$ cat src/hw/rtl/stq_pkg.sv
// stq_pkg: shared types and codes for the sorted timer queue
// used by stq_sub and sorted_timer_queue; depends on nothing
package stq_pkg;

  localparam int DEPTH_DEFAULT     = 16;
  localparam int TIME_BITS_DEFAULT = 32;

  // operation codes on in_mode
  localparam logic [1:0] MODE_INSERT = 2'd0;
  localparam logic [1:0] MODE_REMOVE = 2'd1;
  localparam logic [1:0] MODE_ELAPSE = 2'd2;
  localparam logic [1:0] MODE_EXPIRE = 2'd3;

  // result codes on out_status
  localparam logic [1:0] STATUS_OK        = 2'd0;
  localparam logic [1:0] STATUS_FULL      = 2'd1;
  localparam logic [1:0] STATUS_NOT_FOUND = 2'd2;
  localparam logic [1:0] STATUS_EMPTY     = 2'd3;

  // compare flags from the shared subtractor
  typedef struct packed {
    logic ge;
    logic gt;
  } stq_cmp_t;

endpackage

$ cat src/hw/rtl/sorted_timer_queue.sv
// sorted_timer_queue: top level of the sorted timer queue
// depends on stq_pkg and stq_sub; holds the slot memory and the sequencer
//
//   channel | direction | ports                                         | transfer when
//   in      | input     | mode timer_id deadline elapsed_time rearm     | in_valid & !in_stall
//   out     | output    | status fired_* head_* occupancy               | out_valid & !out_stall
//
// one item at a time; in_stall is high from acceptance until the result is
// handed to the output register. each memory entry visited is a registered
// read state, then a subtract/compare and write state. expire with re-arm
// runs a forward pass and then an insert pass. the one memory read port and
// the one shared subtractor make the entries go one at a time.
// reset clears the entry count and the sequencer; the slot memory is not
// cleared. the output register holds a result under out_stall while the next
// item is accepted and worked on.
module sorted_timer_queue #(
  parameter int DEPTH     = stq_pkg::DEPTH_DEFAULT,
  parameter int TIME_BITS = stq_pkg::TIME_BITS_DEFAULT
) (
  input  logic                       clk,
  input  logic                       rst_n,
  input  logic                       in_valid,
  output logic                       in_stall,
  input  logic [1:0]                 in_mode,
  input  logic [7:0]                 in_timer_id,
  input  logic [31:0]                in_deadline,
  input  logic [31:0]                in_elapsed_time,
  input  logic                       in_rearm,
  output logic                       out_valid,
  input  logic                       out_stall,
  output logic [1:0]                 out_status,
  output logic                       out_fired_valid,
  output logic [7:0]                 out_fired_id,
  output logic                       out_head_valid,
  output logic [7:0]                 out_head_id,
  output logic [31:0]                out_head_time,
  output logic [$clog2(DEPTH+1)-1:0] out_occupancy
);
  import stq_pkg::*;

  localparam int AW = $clog2(DEPTH);
  localparam int CW = $clog2(DEPTH + 1);

  // sequencer states
  localparam logic [3:0] ST_IDLE      = 4'd0;
  localparam logic [3:0] ST_INS_START = 4'd1;
  localparam logic [3:0] ST_INS_RD    = 4'd2;
  localparam logic [3:0] ST_INS_EX    = 4'd3;
  localparam logic [3:0] ST_INS_PUT   = 4'd4;
  localparam logic [3:0] ST_FWD_RD    = 4'd5;
  localparam logic [3:0] ST_FWD_EX    = 4'd6;
  localparam logic [3:0] ST_HEAD_RD   = 4'd7;
  localparam logic [3:0] ST_DONE      = 4'd8;

  // slot memory, kept sorted by remaining time, slot 0 is the head
  logic [TIME_BITS-1:0] mem_time [DEPTH];
  logic [7:0]           mem_id   [DEPTH];

  logic [TIME_BITS-1:0] rd_time_r;
  logic [7:0]           rd_id_r;

  logic                 wr_en;
  logic [AW-1:0]        wr_addr;
  logic [TIME_BITS-1:0] wr_time;
  logic [7:0]           wr_id;

  // control state
  logic [3:0]    state_r, state_nxt;
  logic [CW-1:0] count_r, count_nxt;
  logic [CW-1:0] idx_r, idx_nxt;
  logic          found_r, found_nxt;
  logic [1:0]    status_r, status_nxt;
  logic          fired_v_r, fired_v_nxt;
  logic [7:0]    fired_id_r, fired_id_nxt;

  // operation held for the whole item
  logic [1:0]           mode_r, mode_nxt;
  logic [7:0]           id_r, id_nxt;
  logic [TIME_BITS-1:0] new_time_r, new_time_nxt;
  logic [TIME_BITS-1:0] delta_r, delta_nxt;
  logic                 rearm_r, rearm_nxt;

  // output register
  logic                 out_valid_r, out_valid_nxt;
  logic [1:0]           o_status_r;
  logic                 o_fired_v_r;
  logic [7:0]           o_fired_id_r;
  logic                 o_head_v_r;
  logic [7:0]           o_head_id_r;
  logic [31:0]          o_head_time_r;
  logic [CW-1:0]        o_occ_r;
  logic                 out_load;
  logic [63:0]          head_time_ext;

  // shared subtractor
  logic [TIME_BITS-1:0] sub_b;
  logic [TIME_BITS-1:0] sub_sat;
  stq_cmp_t             sub_cmp;

  logic in_xfer;
  logic last_entry;
  logic match;
  logic shift_up;

  // insert compares slot time against the new time, the other passes age
  assign sub_b = (state_r == ST_INS_EX) ? new_time_r : delta_r;

  stq_sub #(
    .TIME_BITS(TIME_BITS)
  ) u_sub (
    .a   (rd_time_r),
    .b   (sub_b),
    .sat (sub_sat),
    .cmp (sub_cmp)
  );

  assign in_stall   = (state_r != ST_IDLE);
  assign in_xfer    = in_valid && !in_stall;
  assign last_entry = (CW'(idx_r + 1'b1) == count_r);

  // head moves only for a strictly greater head, later entries on greater-or-equal
  assign shift_up = (idx_r == '0) ? sub_cmp.gt : sub_cmp.ge;

  // the entry that leaves the queue in a forward pass
  assign match = (mode_r == MODE_EXPIRE) ? (idx_r == '0)
               : ((mode_r == MODE_REMOVE) && (rd_id_r == id_r));

  // memory: one write port, one registered read port at idx_r
  always_ff @(posedge clk) begin
    if (wr_en) begin
      mem_time[wr_addr] <= wr_time;
      mem_id[wr_addr]   <= wr_id;
    end
    rd_time_r <= mem_time[idx_r[AW-1:0]];
    rd_id_r   <= mem_id[idx_r[AW-1:0]];
  end

  always_comb begin
    state_nxt    = state_r;
    count_nxt    = count_r;
    idx_nxt      = idx_r;
    found_nxt    = found_r;
    status_nxt   = status_r;
    fired_v_nxt  = fired_v_r;
    fired_id_nxt = fired_id_r;
    mode_nxt     = mode_r;
    id_nxt       = id_r;
    new_time_nxt = new_time_r;
    delta_nxt    = delta_r;
    rearm_nxt    = rearm_r;
    wr_en        = 1'b0;
    wr_addr      = '0;
    wr_time      = new_time_r;
    wr_id        = id_r;

    case (state_r)
      ST_IDLE: begin
        if (in_xfer) begin
          mode_nxt     = in_mode;
          id_nxt       = in_timer_id;
          new_time_nxt = TIME_BITS'(in_deadline);
          delta_nxt    = (in_mode == MODE_REMOVE) ? '0 : TIME_BITS'(in_elapsed_time);
          rearm_nxt    = in_rearm;
          status_nxt   = STATUS_OK;
          fired_v_nxt  = 1'b0;
          fired_id_nxt = '0;
          found_nxt    = 1'b0;
          idx_nxt      = '0;
          if (in_mode == MODE_INSERT) begin
            state_nxt = ST_INS_START;
          end else if (count_r == '0) begin
            // nothing to scan
            case (in_mode)
              MODE_REMOVE: status_nxt = STATUS_NOT_FOUND;
              MODE_EXPIRE: status_nxt = STATUS_EMPTY;
              default:     status_nxt = STATUS_OK;
            endcase
            state_nxt = ST_HEAD_RD;
          end else begin
            state_nxt = ST_FWD_RD;
          end
        end
      end

      ST_INS_START: begin
        if (count_r == CW'(DEPTH)) begin
          status_nxt = STATUS_FULL;
          idx_nxt    = '0;
          state_nxt  = ST_HEAD_RD;
        end else if (count_r == '0) begin
          wr_en     = 1'b1;
          wr_addr   = '0;
          count_nxt = CW'(1);
          idx_nxt   = '0;
          state_nxt = ST_HEAD_RD;
        end else begin
          // walk down from the tail, moving entries up one slot
          idx_nxt   = CW'(count_r - 1'b1);
          state_nxt = ST_INS_RD;
        end
      end

      ST_INS_RD: begin
        state_nxt = ST_INS_EX;
      end

      ST_INS_EX: begin
        wr_en   = 1'b1;
        wr_addr = AW'(idx_r + 1'b1);
        if (shift_up) begin
          wr_time = rd_time_r;
          wr_id   = rd_id_r;
          if (idx_r == '0) begin
            state_nxt = ST_INS_PUT;
          end else begin
            idx_nxt   = CW'(idx_r - 1'b1);
            state_nxt = ST_INS_RD;
          end
        end else begin
          count_nxt = CW'(count_r + 1'b1);
          idx_nxt   = '0;
          state_nxt = ST_HEAD_RD;
        end
      end

      ST_INS_PUT: begin
        // new timer becomes the head
        wr_en     = 1'b1;
        wr_addr   = '0;
        count_nxt = CW'(count_r + 1'b1);
        idx_nxt   = '0;
        state_nxt = ST_HEAD_RD;
      end

      ST_FWD_RD: begin
        state_nxt = ST_FWD_EX;
      end

      ST_FWD_EX: begin
        wr_time = sub_sat;
        wr_id   = rd_id_r;
        if (found_r) begin
          // close the gap left by the removed entry
          wr_en   = 1'b1;
          wr_addr = AW'(idx_r - 1'b1);
        end else if (match) begin
          found_nxt = 1'b1;
          if (mode_r == MODE_EXPIRE) begin
            fired_v_nxt  = 1'b1;
            fired_id_nxt = rd_id_r;
            id_nxt       = rd_id_r;
          end
        end else if (mode_r == MODE_ELAPSE) begin
          wr_en   = 1'b1;
          wr_addr = AW'(idx_r);
        end

        if (last_entry) begin
          if (found_r || match) begin
            count_nxt = CW'(count_r - 1'b1);
          end else if (mode_r == MODE_REMOVE) begin
            status_nxt = STATUS_NOT_FOUND;
          end
          idx_nxt = '0;
          if (mode_r == MODE_EXPIRE && rearm_r) begin
            state_nxt = ST_INS_START;
          end else begin
            state_nxt = ST_HEAD_RD;
          end
        end else begin
          idx_nxt   = CW'(idx_r + 1'b1);
          state_nxt = ST_FWD_RD;
        end
      end

      ST_HEAD_RD: begin
        // slot 0 is read this cycle and shows up in DONE
        state_nxt = ST_DONE;
      end

      ST_DONE: begin
        if (out_load) begin
          state_nxt = ST_IDLE;
        end
      end

      default: begin
        state_nxt = ST_IDLE;
      end
    endcase
  end

  // result register takes the new result once the old one has gone
  assign out_load      = (state_r == ST_DONE) && (!out_valid_r || !out_stall);
  assign head_time_ext = 64'(rd_time_r);

  always_comb begin
    out_valid_nxt = out_valid_r;
    if (out_load) begin
      out_valid_nxt = 1'b1;
    end else if (out_valid_r && !out_stall) begin
      out_valid_nxt = 1'b0;
    end
  end

  always_ff @(posedge clk) begin
    if (!rst_n) begin
      state_r     <= ST_IDLE;
      count_r     <= '0;
      idx_r       <= '0;
      found_r     <= 1'b0;
      out_valid_r <= 1'b0;
    end else begin
      state_r     <= state_nxt;
      count_r     <= count_nxt;
      idx_r       <= idx_nxt;
      found_r     <= found_nxt;
      out_valid_r <= out_valid_nxt;
    end
  end

  always_ff @(posedge clk) begin
    status_r   <= status_nxt;
    fired_v_r  <= fired_v_nxt;
    fired_id_r <= fired_id_nxt;
    mode_r     <= mode_nxt;
    id_r       <= id_nxt;
    new_time_r <= new_time_nxt;
    delta_r    <= delta_nxt;
    rearm_r    <= rearm_nxt;
    if (out_load) begin
      o_status_r    <= status_r;
      o_fired_v_r   <= fired_v_r;
      o_fired_id_r  <= fired_id_r;
      o_head_v_r    <= (count_r != '0);
      o_head_id_r   <= (count_r != '0) ? rd_id_r : 8'd0;
      o_head_time_r <= (count_r != '0) ? head_time_ext[31:0] : 32'd0;
      o_occ_r       <= count_r;
    end
  end

  assign out_valid       = out_valid_r;
  assign out_status      = o_status_r;
  assign out_fired_valid = o_fired_v_r;
  assign out_fired_id    = o_fired_id_r;
  assign out_head_valid  = o_head_v_r;
  assign out_head_id     = o_head_id_r;
  assign out_head_time   = o_head_time_r;
  assign out_occupancy   = o_occ_r;

  // entry count never passes the memory depth
  a_count_bound: assert property (@(posedge clk) disable iff (!rst_n)
    count_r <= CW'(DEPTH))
    else $error("entry count above depth");

  // one item changes the count by at most one entry per cycle
  a_count_step: assert property (@(posedge clk) disable iff (!rst_n)
    (count_r != $past(count_r)) |->
      (count_r == CW'($past(count_r) + 1'b1) || count_r == CW'($past(count_r) - 1'b1)))
    else $error("entry count jumped");

  // a new result appears only out of the final state
  a_load_from_done: assert property (@(posedge clk) disable iff (!rst_n)
    $rose(out_valid_r) |-> $past(state_r == ST_DONE))
    else $error("result loaded outside done state");

  // a popped timer always comes with a clean status
  a_fired_ok: assert property (@(posedge clk) disable iff (!rst_n)
    (out_valid_r && o_fired_v_r) |-> (o_status_r == STATUS_OK))
    else $error("fired timer with error status");

  // head flag agrees with the reported occupancy
  a_head_occ: assert property (@(posedge clk) disable iff (!rst_n)
    out_valid_r |-> (o_head_v_r == (o_occ_r != '0)))
    else $error("head valid disagrees with occupancy");

endmodule

$ cat src/hw/rtl/stq_sub.sv
// stq_sub: shared saturating subtractor and magnitude compare
// depends on stq_pkg for the compare flag struct
module stq_sub #(
  parameter int TIME_BITS = stq_pkg::TIME_BITS_DEFAULT
) (
  input  logic [TIME_BITS-1:0] a,
  input  logic [TIME_BITS-1:0] b,
  output logic [TIME_BITS-1:0] sat,
  output stq_pkg::stq_cmp_t    cmp
);
  import stq_pkg::*;

  logic [TIME_BITS:0] diff;
  logic               borrow;

  assign diff   = {1'b0, a} - {1'b0, b};
  assign borrow = diff[TIME_BITS];
  assign sat    = borrow ? '0 : diff[TIME_BITS-1:0];
  assign cmp.ge = !borrow;
  assign cmp.gt = !borrow && (diff[TIME_BITS-1:0] != '0);

endmodule

$ cat config.mk
export PLATFORM = sky130hd
export DESIGN_NAME = sorted_timer_queue
export DESIGN_NICKNAME = d
export VERILOG_FILES = /design/src/hw/rtl/stq_pkg.sv /design/src/hw/rtl/sorted_timer_queue.sv /design/src/hw/rtl/stq_sub.sv
export SDC_FILE = /design/constraint.sdc
export NUM_CORES = 1
export LEC_CHECK = 0
export ABC_AREA = 1
export BUFFER_PORTS_ARGS = -buffer_cell sky130_fd_sc_hd__buf_4
export CORE_ASPECT_RATIO = 0.75
export CORE_MARGIN = 3
export CORE_UTILIZATION = 45
export DETAILED_ROUTE_END_ITERATION = 12
export HOLD_SLACK_MARGIN = 0.08
export SYNTH_ARGS = -nofsm -noshare
export SYNTH_HDL_FRONTEND = slang
export SYNTH_SLANG_ARGS = --single-unit
$ cat constraint.sdc
create_clock -name clk -period 12.7 [get_ports clk]
set_input_delay 0 -clock clk [delete_from_list [all_inputs] [get_ports clk]]
set_output_delay 0 -clock clk [all_outputs]
set_load 0.01 [all_outputs]
Yosys cells after proc, flatten, opt, wreduce, memory -nomap -nowiden
Memory sizes are Yosys's and may differ from the RTL's. A register that Yosys moved wholly into a read port is not among the register bits.
Index checks and enable logic that the tools add are counted.
W data, S select, Z words.
{"block": "op_classes", "add_sub_neg": 5, "n_eq_ne": 30, "muxes": 70, "reduce_logical": 32}
{"operator": "$mux W32", "count": 3}
{"operator": "$pmux W32 S2", "count": 1}
{"operator": "$mux W5", "count": 11}
{"operator": "$mux W8", "count": 6}
{"operator": "$pmux W8 S2", "count": 3}
{"operator": "$pmux W4 S9", "count": 1}
{"operator": "$sub A32 B32 Y33", "count": 1}
{"operator": "$reduce_bool A32 Y1", "count": 1}
{"operator": "$mux W4", "count": 7}
{"operator": "$ne A2 B2 Y1 const B", "count": 13}
{"operator": "$pmux W5 S5", "count": 1}
{"operator": "$pmux W5 S4", "count": 1}
{"operator": "$mux W1", "count": 17}
{"operator": "$eq A4 B3 Y1 const B", "count": 4}
{"operator": "$mux W2", "count": 8}
{"operator": "$mux W3", "count": 5}
{"operator": "$reduce_and A6 Y1", "count": 2}
{"operator": "$add A5 B1 Y5 const B", "count": 2}
{"operator": "$logic_not A5 Y1", "count": 2}
{"operator": "$reduce_bool A5 Y1", "count": 2}
{"operator": "$sub A5 B1 Y5 const B", "count": 2}
{"operator": "$eq A4 B2 Y1 const B", "count": 2}
{"operator": "$eq A8 B8 Y1", "count": 1}
{"operator": "$pmux W4 S2", "count": 1}
{"operator": "23 further kinds", "count": 40}
{"block": "totals", "register_bits": 159, "ramBits": 640, "input_bits": 79, "output_inout_bits": 59, "word_cells": 159, "n_memories": 2}
{"name": "mem_time", "words": 16, "width": 32, "read_ports": 1, "rd_ports_with_merged_regs": 1, "wr": 1, "line": "sorted_timer_queue.sv:56", "rtl": "logic [TIME_BITS-1:0] mem_time [DEPTH];"}
{"name": "mem_id", "words": 16, "width": 8, "read_ports": 1, "rd_ports_with_merged_regs": 1, "wr": 1, "line": "sorted_timer_queue.sv:57", "rtl": "logic [7:0] mem_id [DEPTH];"}

Depth between registers and ports, before layout
{"block": "logic_depth", "depth_word": 8, "ltp_mapped": 30, "mapped_depth_nobuf": 27}

Hierarchy
Synthesis repeated with hierarchy kept, for this count alone.
{"block": "hier_totals", "hier_cells": 3288, "area_unflattened_um2": 36209.7}
{"module": "sorted_timer_queue", "instances": 1, "cells_per_inst": 2654, "area_each_um2": 33134.3, "seq_area_each_um2": 24633.6}
{"module": "stq_sub", "instances": 1, "cells_per_inst": 634, "area_each_um2": 3075.4, "seq_area_each_um2": 0.0}

Least setup slack after synthesis
Ideal clock, no wire load.
{"block": "synth_path", "path_type": "reg2reg", "startpoint": "reg idx_r[0]", "endpoint": "reg fired_id_r[0] (enable)", "setup_time_ns": 0.485, "arrival_ns": 4.676, "required_ns": 12.215, "path_slack_ns": 7.539, "stages_incl_launch_ff": 10, "path_buffers": 3, "period_less_slack_ns": 5.161, "cell_sequence": "dfxtp_1 > clkbuf_1 > clkinv_1 > clkbuf_1 > clkbuf_1 > ha_1 > nand4_1 > o21ai_0 > nor2_1 > a2111oi_0"}
{"block": "synth_between", "elab_chain_cells": 4}
{"item": "start: declaration", "line": "sorted_timer_queue.sv:70", "rtl": "logic [CW-1:0] idx_r, idx_nxt;"}
{"item": "start signal: assignment", "line": "sorted_timer_queue.sv:316", "rtl": "idx_r <= idx_nxt;"}
{"item": "$logic_not A5 Y1", "line": "sorted_timer_queue.sv:125", "rtl": "assign match = (mode_r == MODE_EXPIRE) ? (idx_r == '0)"}
{"item": "$mux W1", "line": "sorted_timer_queue.sv:125"}
{"item": "$ne A2 B2 Y1 (no line)"}
{"item": "$reduce_and A5 Y1 (no line)"}
{"item": "end signal: assignment", "line": "sorted_timer_queue.sv:325", "rtl": "fired_id_r <= fired_id_nxt;"}
{"item": "end: declaration", "line": "sorted_timer_queue.sv:74", "rtl": "logic [7:0] fired_id_r, fired_id_nxt;"}
No other way between the ends.
A chain may end at the register's enable or synchronous reset.

Worst setup path after layout
{"block": "layout_path", "startpoint": "reg state_r[3]", "endpoint": "mem mem_time[7][0] in the netlist's numbering, data pin"}
{"block": "layout_between", "elab_chain_cells": 8, "elab_cells_between_ends": 11, "cone_classes": "1 x add/sub; 2 x eq/ne; 5 x mux; 3 x reduce/logical"}
{"item": "start: declaration", "line": "sorted_timer_queue.sv:68", "rtl": "logic [3:0] state_r, state_nxt;"}
{"item": "start signal: assignment", "line": "sorted_timer_queue.sv:314", "rtl": "state_r <= state_nxt;"}
{"item": "$eq A4 B2 Y1", "line": "sorted_timer_queue.sv:106, sorted_timer_queue.sv:156"}
{"item": "$mux W32", "line": "sorted_timer_queue.sv:106", "rtl": "assign sub_b = (state_r == ST_INS_EX) ? new_time_r : delta_r;"}
{"item": "$sub A32 B32 Y33", "line": "stq_sub.sv:16", "rtl": "assign diff = {1'b0, a} - {1'b0, b};"}
{"item": "$reduce_bool A32 Y1 or $logic_not A1 Y1 (tied branches)", "line": "stq_sub.sv:20, stq_sub.sv:19"}
{"item": "$logic_and A1 B1 Y1", "line": "stq_sub.sv:20", "rtl": "assign cmp.gt = !borrow && (diff[TIME_BITS-1:0] != '0);"}
{"item": "$mux W1", "line": "sorted_timer_queue.sv:122", "rtl": "assign shift_up = (idx_r == '0) ? sub_cmp.gt : sub_cmp.ge;"}
{"item": "$mux W32", "line": "sorted_timer_queue.sv:210", "rtl": "if (shift_up) begin"}
{"item": "$pmux W32 S2 *", "line": "sorted_timer_queue.sv:156", "rtl": "case (state_r)"}
{"item": "named net wr_time[0]", "line": "sorted_timer_queue.sv:64", "rtl": "logic [TIME_BITS-1:0] wr_time;"}
{"item": "end: declaration", "line": "sorted_timer_queue.sv:56"}
Mark *: on every way through the listed nets, which the timed path passes. The rest lies on a longest branch.

==> summary by stage <==
Pwr
Cell internal power was estimated by the tool at 5.91 mW. The analysis attributes to net switching a power of roughly 3.6 mW. The largest vdd supply drop is 0.161 mV. Of the total power, registers draw between 40% and 50%. Net switching is 37.8% of the power. For this design the static power due to leakage is approximately 15 nW. The proportion of power drawn by the clock network is ~25%. Dividing total power by cell area gives a power density of 228 nW/µm².

The share of total power dissipated in combinational logic is 33.4%.

STA
Measured against its own limit, the worst slew margin works out to 15.4%. After layout, the minimum clock period comes to around 6.0 ns. The worst hold-check slack is roughly 0.11 ns. Setup repair after global routing left no endpoint under its margin. On the final layout, the worst clock skew is about 0.022 ns. The final critical-path share of the clock period is a little under half.

The max-slew violation count came to 0. Setup violations remaining at the end of the flow were counted as 0. After routing, the total negative slack on setup checks comes to 0 ns. The achievable clock frequency is 168 MHz. At the pin with the least slew margin, the transition time is about 1.3 ns.

The final hold violation count is 0.

Layout
Relative to the synthesized area, the layout overhead comes to 16.3%. The final core utilization is a little over half. The net count of the finished layout is between 3,000 and 4,000. After filler insertion, the fill cell instance count of the layout stands at around 6,600.

The post-route netlist has 11.3% of its cells at a drive strength greater than 1. The finished cells cover 41,700 µm². Leaving out fill and tap cells, the most frequent cell in the layout is edfxtp_1. Leaving out fill and tap cells, the most frequent cells in the layout are 783 x edfxtp_1, 506 x nand2_1, 453 x nor2_1.

Clock network
The H-tree depth reported by CTS is 3. The clock slew seen by the registers of the worst setup and hold paths is 0.06 ns. The TritonCTS buffer count is 80. The number of gates resized after CTS was 0.

The cell chosen for the clock root is clkbuf_16. The maximum number of buffers from clock root to sink is 3. The clock tree from TritonCTS is yes.

The clock net in this run drives a total of 839 sinks. For the worst-skew pair, the clock arrives at the later sink with an insertion delay of 0.63 ns.

Floorplan
In this run the vertical extent of the chip is approximately 250 µm. Measured along the x axis, the die boundary spans around 330 µm. The initial core utilization is around 46%. The total area inside the core boundary comes to approximately 80,000 µm². The floorplan step defined a die boundary enclosing 83,100 µm². The site row count is 88. In this run the count of I/O pins placed on the die edge is about 140.

Synthesis
The post-synthesis sequential area ratio is between 60 and 70%. The number of distinct library cells after synthesis is 55. The combined area of all synthesized cells is approximately 36,000 µm². edfxtp_1 takes more of the synthesized area than any other cell. The total nets after synthesis is around 3,300. The cell count after synthesis came out at approximately 3,100.

The flop and latch count out of synthesis is approximately 840. In this run, synthesis inferred around 780 flip-flops with an integrated enable. The number of warnings printed during yosys synthesis is 0. The average instance area after synthesis is around 11 µm². The share of async-settable or async-resettable flops after synthesis is 0%.

For this run, the leading register cell type out of synthesis is edfxtp_1. Ranked by total cell area, the synthesized netlist is headed by edfxtp_1 66%, nand2_1 5.3%, o21ai_0 5.0%, nor2_1 4.9%, dfxtp_1 3.1%. Of the post-synthesis cell area, the dominant cell type holds roughly two thirds.

GRT
The number of antenna violations at the first check in global routing was 1. The global-route wire length before repair is around 160,000 µm. The overall routing resource usage is 25.4%. The maximum number of pins on one net before global-route repair is 105. The number of global-route vias before repair is approximately 25,000. For this run the aggregate overflow at the end of global routing stands at 0.

Flow run
Max-cap violations in this run came to 0.

Setup path
The startpoint-to-endpoint class of the critical path is reg2reg. The worst setup path is captured at a flip-flop. Data on the critical path is required at its endpoint by about 13 ns. The arrival time reported for the critical path endpoint is 6.11 ns. STA classifies the critical path startpoint as a flip-flop.

The largest fanout on the critical path is roughly 60.

Min path
The path class of the tightest hold or removal check is in2reg.

Drt
The count of routing violations after the opening detailed-route iteration is approximately 2,500. In this run the remaining antenna-violating nets after routing total 0. The via total after detailed routing is ~25,000. In the final routed layout, each cell accounts on average for about 24 µm. Dividing the detail-routed via count by the number of cells gives ~5.7. The post-detailed-route DRC marker count is 0.

The final layout contains routed wiring with a total length of roughly 110,000 µm. Before antenna repair, the detailed router went through 6 iterations.

Outcome
The run finished with clean final reports.

Place
The count of buffers added on input and output ports is 137. The HPWL after detailed placement is ~62,000 µm. The routability-driven placement congestion ratio is roughly 1.0. In this run the cell area measured after placement is between 30,000 and 40,000 µm².
-- final timing paths --
path / from / endpoint / slack, ns / cells past startpoint
hold reg to reg: fired_v_r / out_fired_valid / 0.42 / 0
hold / removal: in_deadline[16] / new_time_r[16] / 0.11 / 2
setup / recovery: state_r[3] / mem_time[7][0] / 6.73 / 24
setup reg to reg: state_r[3] / mem_time[7][0] / 6.73 / 24
-- worst max-delay path: stages, from the launching register on --
cell	delay, ns
dfxtp_1	0.32
nor2_1	0.12
inv_1	0.11
nor2_4	0.09
buf_4	0.59
o21ai_0	0.25
ha_1	0.42
nand2_1	0.10
nand2_1	0.07
nand2_1	0.06
nand3_1	0.18
a21oi_1	0.53
nor2_1	0.10
nor2_1	0.28
nand2_1	0.15
nand2_1	0.08
nand2_1	0.11
nand2_2	0.15
nor2_4	0.06
nand3_4	0.18
nand3_4	0.19
nand2_4	0.37
inv_6	0.18
nand2_1	0.10
o221ai_1	0.54
-- metrics by stage --
| step | setup WS [ns] | instances | power (mW) |
|---|---|---|---|
| 2_1_floorplan | 7.54 | 3139 | 5.94 |
| 3_3_place_gp | 7.04 | 4192 | 7.09 |
| 3_5_place_dp | 7.01 | 4192 | 7.13 |
| 4_1_cts | 6.97 | 4448 | 9.50 |
| 5_1_grt | 6.58 | 4449 | 10.0 |
| 6_report | 6.73 | 4449 | 9.50 |
-- timing repair --
action,in CTS,in global routing
hold endpoints to repair,93,0
buffers inserted,0,0
hold buffers,109,0
-- area by class of cell --
class	instances	area, µm²	area share, %
clock inverters	43	387	0.928
flip-flops and latches	839	24600	59.2
multi-input cells	1865	9680	23.2
well taps	1035	1290	3.11
inverters	275	1050	2.51
diodes	1	2.50	0.00601
clock buffers	104	2170	5.22
repair buffers	287	2430	5.83
-- cell usage after synthesis (3+ instances only) --
| cell | instances |
|---|---|
| o21ai_1 | 3 |
| nor2_1 | 472 |
| edfxtp_1 | 783 |
| o221ai_1 | 114 |
| xnor2_1 | 4 |
| nand2_2 | 13 |
| nand3b_1 | 4 |
| mux2i_1 | 16 |
| inv_1 | 253 |
| o2111ai_1 | 7 |
| ha_1 | 36 |
| a21oi_1 | 33 |
| inv_2 | 17 |
| clkbuf_1 | 141 |
| dfxtp_1 | 56 |
| nand2_1 | 506 |
| o22ai_1 | 52 |
| xor2_1 | 14 |
| nand4_1 | 23 |
| buf_1 | 9 |
| o211ai_2 | 10 |
| buf_2 | 7 |
| a221oi_1 | 3 |
| clkinv_1 | 4 |
| o21ai_0 | 357 |
| nor2_2 | 5 |
| buf_6 | 3 |
| nand3_2 | 8 |
| nand3_1 | 97 |
| o31ai_1 | 3 |
| o211ai_1 | 47 |
| nor3_1 | 6 |
| a31oi_1 | 3 |
-- logic make-up after synthesis --
logic type | after synthesis | synth area share (%)
muxes | 16 | 0.447
adders and majority gates | 37 | 1.31
buffers and inverters | 435 | 4.66
DFF | 839 | 68.8
xor gates and xnor gates | 18 | 0.440
AOI/OAI and AO/OA | 648 | 11.3
and+or+nand+nor | 1146 | 13.1
-- layer usage --
layer | part of all wire, % | global-route usage (%)
met1 | 42 | 33.9
met5 | 0 | 0
met3 | 7.3 | 4.79
met4 | 3.3 | 8.75
met2 | 48 | 41.8
-- registers in the layout, summed over array words and instances, names as in the netlist, 2 cells and up --
signal / cells
out_fired_id: 8
status_r: 2
out_head_id: 8
out_head_time: 32
mem_time: 512
mode_r: 2
id_r: 8
state_r: 4
delta_r: 32
out_status: 2
rd_id_r: 8
rd_time_r: 32
idx_r: 5
count_r: 5
fired_id_r: 8
mem_id: 128
new_time_r: 32
out_occupancy: 5
-- power by group through the flow --
stage	logic, mW	registers (mW)	clock network (mW)
3_5_place_dp	3.09	4.04	0
6_report	3.18	3.98	2.34
3_3_place_gp	3.05	4.04	0
4_1_cts	3.13	3.98	2.38
5_1_grt	3.50	4.00	2.51
2_1_floorplan	2.06	3.88	0
Power figures use the tool's default switching activity.
